`src/design/che_queue.sv`:
```
module che_queue #(
  parameter int unsigned WIDTH = 8,
  parameter int unsigned DEPTH = 4
) (
  input  logic             clk_i,
  input  logic             rst_ni,
  input  logic             push_i,
  input  logic [WIDTH-1:0] data_i,
  output logic             full_o,
  input  logic             pop_i,
  output logic [WIDTH-1:0] data_o,
  output logic             empty_o
);

  localparam int unsigned AW = (DEPTH > 1) ? $clog2(DEPTH) : 1;

  logic [WIDTH-1:0] mem_q [DEPTH];
  logic [AW-1:0]    wr_q, wr_d, rd_q, rd_d;
  logic [AW:0]      cnt_q, cnt_d;
  logic             do_push, do_pop;

  assign full_o  = (cnt_q == (AW+1)'(DEPTH));
  assign empty_o = (cnt_q == '0);
  assign data_o  = mem_q[rd_q];
  assign do_push = push_i && !full_o;
  assign do_pop  = pop_i && !empty_o;

  // pointer and count update
  always_comb begin
    wr_d  = do_push ? wr_q + AW'(1) : wr_q;
    rd_d  = do_pop ? rd_q + AW'(1) : rd_q;
    cnt_d = cnt_q + (AW+1)'(do_push) - (AW+1)'(do_pop);
  end

  always_ff @(posedge clk_i or negedge rst_ni) begin
    if (!rst_ni) begin
      wr_q  <= '0;
      rd_q  <= '0;
      cnt_q <= '0;
    end else begin
      wr_q  <= wr_d;
      rd_q  <= rd_d;
      cnt_q <= cnt_d;
    end
  end

  // storage
  always_ff @(posedge clk_i) begin
    if (do_push) begin
      mem_q[wr_q] <= data_i;
    end
  end

endmodule

```
`config.mk`:
```
export PLATFORM = sky130hd
export DESIGN_NAME = che_queue
export DESIGN_NICKNAME = d
export VERILOG_FILES = /design/src/design/che_queue.sv
export SDC_FILE = /design/constraint.sdc
export NUM_CORES = 1
export LEC_CHECK = 0
export BUFFER_PORTS_ARGS = -buffer_cell sky130_fd_sc_hd__buf_4
export CELL_PAD_IN_SITES_DETAIL_PLACEMENT = 0
export CELL_PAD_IN_SITES_GLOBAL_PLACEMENT = 1
export CORE_ASPECT_RATIO = 0.6
export CORE_MARGIN = 8
export CORE_UTILIZATION = 51
export DETAILED_ROUTE_END_ITERATION = 10
export GPL_ROUTABILITY_DRIVEN = 0
export PLACE_DENSITY = 0.82
export SETUP_SLACK_MARGIN = 0.4
export SKIP_LAST_GASP = 1
export SLEW_MARGIN = 30
export SYNTH_ARGS = -nofsm -noshare
export SYNTH_HDL_FRONTEND = slang
export SYNTH_SLANG_ARGS = --single-unit
```
`constraint.sdc`:
```
create_clock -name clk_i -period 3.4 [get_ports clk_i]
set_input_delay 0.34 -clock clk_i [delete_from_list [all_inputs] [get_ports clk_i]]
set_output_delay 0.34 -clock clk_i [all_outputs]
set_load 0.01 [all_outputs]
```
Word-level counts from Yosys, hierarchy flattened --
Memories as Yosys holds them, arrays and structs flattened. Cells that the tools add are included.
Cells by class: add/sub/neg operators 4, equality and inequality tests 1, multiplexer cells 2, reduce and logical (&&, ||, !) cells 5
Operators by type and width (number):
- 2-bit by 1-bit adder with 2-bit output (second input constant) | 2
- 3-bit by 1-bit adder with 3-bit output | 1
- 3-bit equality test (second input constant) | 1
- 3-bit logical NOT | 1
- 3-bit by 1-bit subtractor with 3-bit output | 1
- 1-bit logical AND | 2
- 1-bit logical NOT | 2
- 1-bit 2-to-1 mux | 2
Word-level totals: flip-flop bits (word level) 7, bits in writable memories 32, bits of input ports 12, output and inout port bits 10, word-level logic and storage cells 16, memories 1
Memories:
- mem_q | depth 4, width 8, read ports 1, clocked after memory_dff 0, wr ports 1, RTL line 17 | logic [WIDTH-1:0] mem_q [DEPTH];

Depth between registers and ports, before layout --
depth in word-level cells 5, depth in mapped cells 8, gate-level depth less buffers 8

Least setup slack after synthesis --
Ideal clock, no wire load.
kind flip-flop to flip-flop, start register cnt_q[1], end register cnt_q[2], library setup time 0.123 ns, data arrival time 1.946 ns, data required time 3.277 ns, path slack 1.331 ns, cell stages (with the launch flop) 9, path buffers 0, period minus slack after synthesis 2.069 ns, cells stage by stage dfrtp_1 -> o31ai_1 -> inv_1 -> ha_1 -> inv_1 -> ha_1 -> fa_1 -> xnor2_1 -> xnor2_1
Between the ends: elaborated cells on any way between the ends 8, classes of those cells 2 x add/sub; 1 x eq/ne; 5 x reduce/logical
RTL lines:
- from (decl) | RTL line 19 | logic [AW:0] cnt_q, cnt_d;
- from (signal assigned) | RTL line 43 | cnt_q <= cnt_d;
- 3-bit logical NOT | RTL line 23 | assign empty_o = (cnt_q == '0);
- 1-bit logical NOT | RTL line 26 | assign do_pop = pop_i && !empty_o;
- 1-bit logical AND | RTL line 26
- via do_pop | RTL line 20 | logic do_push, do_pop;
- 3-bit by 1-bit subtractor with 3-bit output | RTL line 32 | cnt_d = cnt_q + (AW+1)'(do_push) - (AW+1)'(do_pop);
- via cnt_d[2] | RTL line 19
The timed path passes the listed nets, and every way through them passes these cells. A chain may end at the register's enable or synchronous reset.

Worst setup path in the final report --
Ends and elaborated chain as after synthesis.

==> results.tsv <==
metric	value	unit
via_per_inst	5.154	
pwr-share-clk	0.184	
grt_pass1_vias	853	
cts_buffers	5	
worstMarginPinSlew	0.6124	ns
antenna_found_initial	0	
setup_viol	0	
outcome	finished, final reports clean	
synth_top_area_frac	0.5921	
drive_gt1_frac	0.3243	
drcViolationCount	0	
finalHoldViolCount	0	
grt_usage	0.1171	
power	1.589	mW
yosys_register_bits	39	
p_int	1.091	mW
synthesis.nets	102	
ir_drop	0.0003592	V
setup_tns	0	ns
syn_to_final_growth	18.04	%
ys_types	18	
path_clk_slew	0.07	ns
grt_pass1_wl	4305	µm
synthFlopType	edfxtp_1	
hpwlAfterDp	1909	µm
placed_cell_area	1824	µm²
rsz0062_at_grt	no	
layout.nets	129	
ys_seq_area_frac	0.7001	
worstSetupStartpointType	flip-flop	
n_fill_cell	244	
skew	0.003799	ns
yosys.area.top_type	edfxtp_1	
seqPwrFrac	0.490	
grt_util_met3	0.05350	
fin_crit_sh	0.6451	
seq_area	1136	µm²
postCtsResizedCells	0	
p_switching	497.9	µW
finalCriticalPeriod	2.193	ns
crit_arrival	2.41	ns
drtIter0Drc	35	
insertion_delay	0.29	ns
drt-total-wl	2695	µm
gr-usage-met2	0.1702	
die_y	59.70	µm
cts_post_setup_buffers_inserted	0	
use_met1	0.1415	
pwr-share-comb	0.326	
cp.required	3.61	ns
portBuffers	21	
clock_sinks	39	
switching_share	0.3133	
crit_type	reg -> reg	
clk_path_buf_depth	2	
syn_area_per_cell	19.55	µm²
core	3143	µm²
grt_busiest_layer	met2	
htreeDepth	2	
slew_headroom	0.5918	
grt_max_degree	12	
p_per_area	829.5	nW/µm²
synth_enable_flop_cells	32	
drv_cap	0	
synth_area	1623	µm²
async_flop_share	0.1795	
dr.pass1.iters	4	
die_x	88.83	µm
cp-end-kind	flip-flop	
ctsHoldBuffers	1	
cts-root-buf	clkbuf_8	
final_area	1916	µm²
slowest_delay	0.46	ns
cp_max_fo	7	
utilization	0.6095	
multiInputGateArea	451.7	µm²
max_freq	0.4559	GHz
slew_violations	0	
yosys_warnings	0	
vias	804	
detail-route-antenna-nets	0	
cp_cell_sequence	o31ai_1 > inv_1 > ha_1 > inv_1 > ha_1 > fa_1 > xnor2_1 > xnor2_1	
ios	22	
grt-ovfl-total	0	
cts_tree	built	
start_util	0.5163	
p_leak	0.7201	nW
synth.area.top_cells	edfxtp_1, mux4_2, dfrtp_1, ha_1, and3b_1	
hold_path.class	in -> reg	
critical-path-slowest-cell	dfrtp_1	
die_area	5302	µm²
row_count	16	
synthCells	83	
wl_per_cell	17.28	µm
diodes	0	
## stage by stage
step / setup WS [ns] / std cells / hold slack (ns)
floorplan: 1.331 / 83 / 0.04441
global placement: 1.269 / 147 / 0.1593
detailed placement: 1.205 / 147 / 0.1595
CTS: 1.186 / 156 / 0.2452
global route: 1.090 / 156 / 0.2366
finish: 1.207 / 156 / 0.2528
## power groups by stage
stage | sequential (mW) | combinational (mW) | clock [mW]
finish | 0.779 | 0.518 | 0.292
global route | 0.799 | 0.570 | 0.321
CTS | 0.782 | 0.530 | 0.299
detailed placement | 0.792 | 0.527 | 0
global placement | 0.779 | 0.510 | 0
floorplan | 0.711 | 0.395 | 0
## final cells by class
cell class	instances	share of cell area
Multi-Input combinational cell	36	0.2358
Sequential cell	39	0.5931
Clock buffer	7	0.03984
Timing Repair Buffer	22	0.08752
Clock inverter	1	0.002613
Inverter	6	0.01176
Tap cell	45	0.02939
## layout by cell type (no fill, tap or decap)
| cell | netlist | layout |
|---|---|---|
| nand4bb_1 | 2 | 2 |
| o31ai_1 | 1 | 1 |
| clkbuf_1 | 0 | 2 |
| clkbuf_8 | 0 | 5 |
| nand2_1 | 1 | 1 |
| xnor2_1 | 4 | 4 |
| nor3b_4 | 1 | 1 |
| o211ai_1 | 2 | 2 |
| buf_4 | 1 | 21 |
| fa_1 | 1 | 1 |
| dfrtp_1 | 7 | 7 |
| nand2b_1 | 4 | 4 |
| ha_1 | 6 | 6 |
| o311ai_1 | 1 | 1 |
| mux4_2 | 8 | 8 |
| inv_1 | 6 | 6 |
| nor3_1 | 1 | 1 |
| clkinv_2 | 0 | 1 |
| edfxtp_1 | 32 | 32 |
| dlygate4sd3_1 | 0 | 1 |
| and3b_1 | 4 | 4 |
## registers in the layout (all words and copies together) (netlist names)
name / flops
wr_q: 2
mem_q: 32
rd_q: 2
cnt_q: 3
## metal layers
layer  vias to the layer above  wire (µm)
li1                        375          -
met1                       400       1239
met2                        23       1225
met3                         6        186
met4                         0         44
met5                         -          0
## critical path, delay by kind of cell (launching register included)
kind,cells,cell delay (ns)
buf+inv,2,0.12
compound gates,1,0.38
xor+xnor,2,0.31
flops,1,0.46
fa+ha+maj,3,0.83
## worst paths after layout
kind	cells past startpoint	start	endpoint	slack (ns)
max	8	cnt_q[1]$_DFF_PN0_	cnt_q[2]$_DFF_PN0_	1.21
min	1	data_i[1]	mem_q[3][1]$_DFFE_PP_	0.25
max reg2reg	8	cnt_q[1]$_DFF_PN0_	cnt_q[2]$_DFF_PN0_	1.21
min reg2reg	2	wr_q[1]$_DFFE_PN0P_	wr_q[1]$_DFFE_PN0P_	0.65
max in group asynchronous	2	rst_ni	cnt_q[2]$_DFF_PN0_	2.88
min in group asynchronous	2	rst_ni	rd_q[0]$_DFFE_PN0P_	0.40
## synthesized netlist by cell type, types with 2 or more instances
cell type  number
and3b_1         4
dfrtp_1         7
edfxtp_1       32
ha_1            6
inv_1           6
mux4_2          8
nand2b_1        4
nand4bb_1       2
o211ai_1        2
xnor2_1         4
## cells by family (layout without fill, tap and decap cells)
group                      after synthesis  after routing  synth area share
AOI/OAI and AO/OA                        4              4           0.01928
and+or+nand+nor                         13             13           0.06784
muxes                                    8              8            0.1110
adders and majority gates                7              7           0.05860
DFF                                     39             39            0.7001
buffers and inverters                    8             36           0.02159
xor gates and xnor gates                 4              4           0.02159
(Power assumes the default switching activity.)
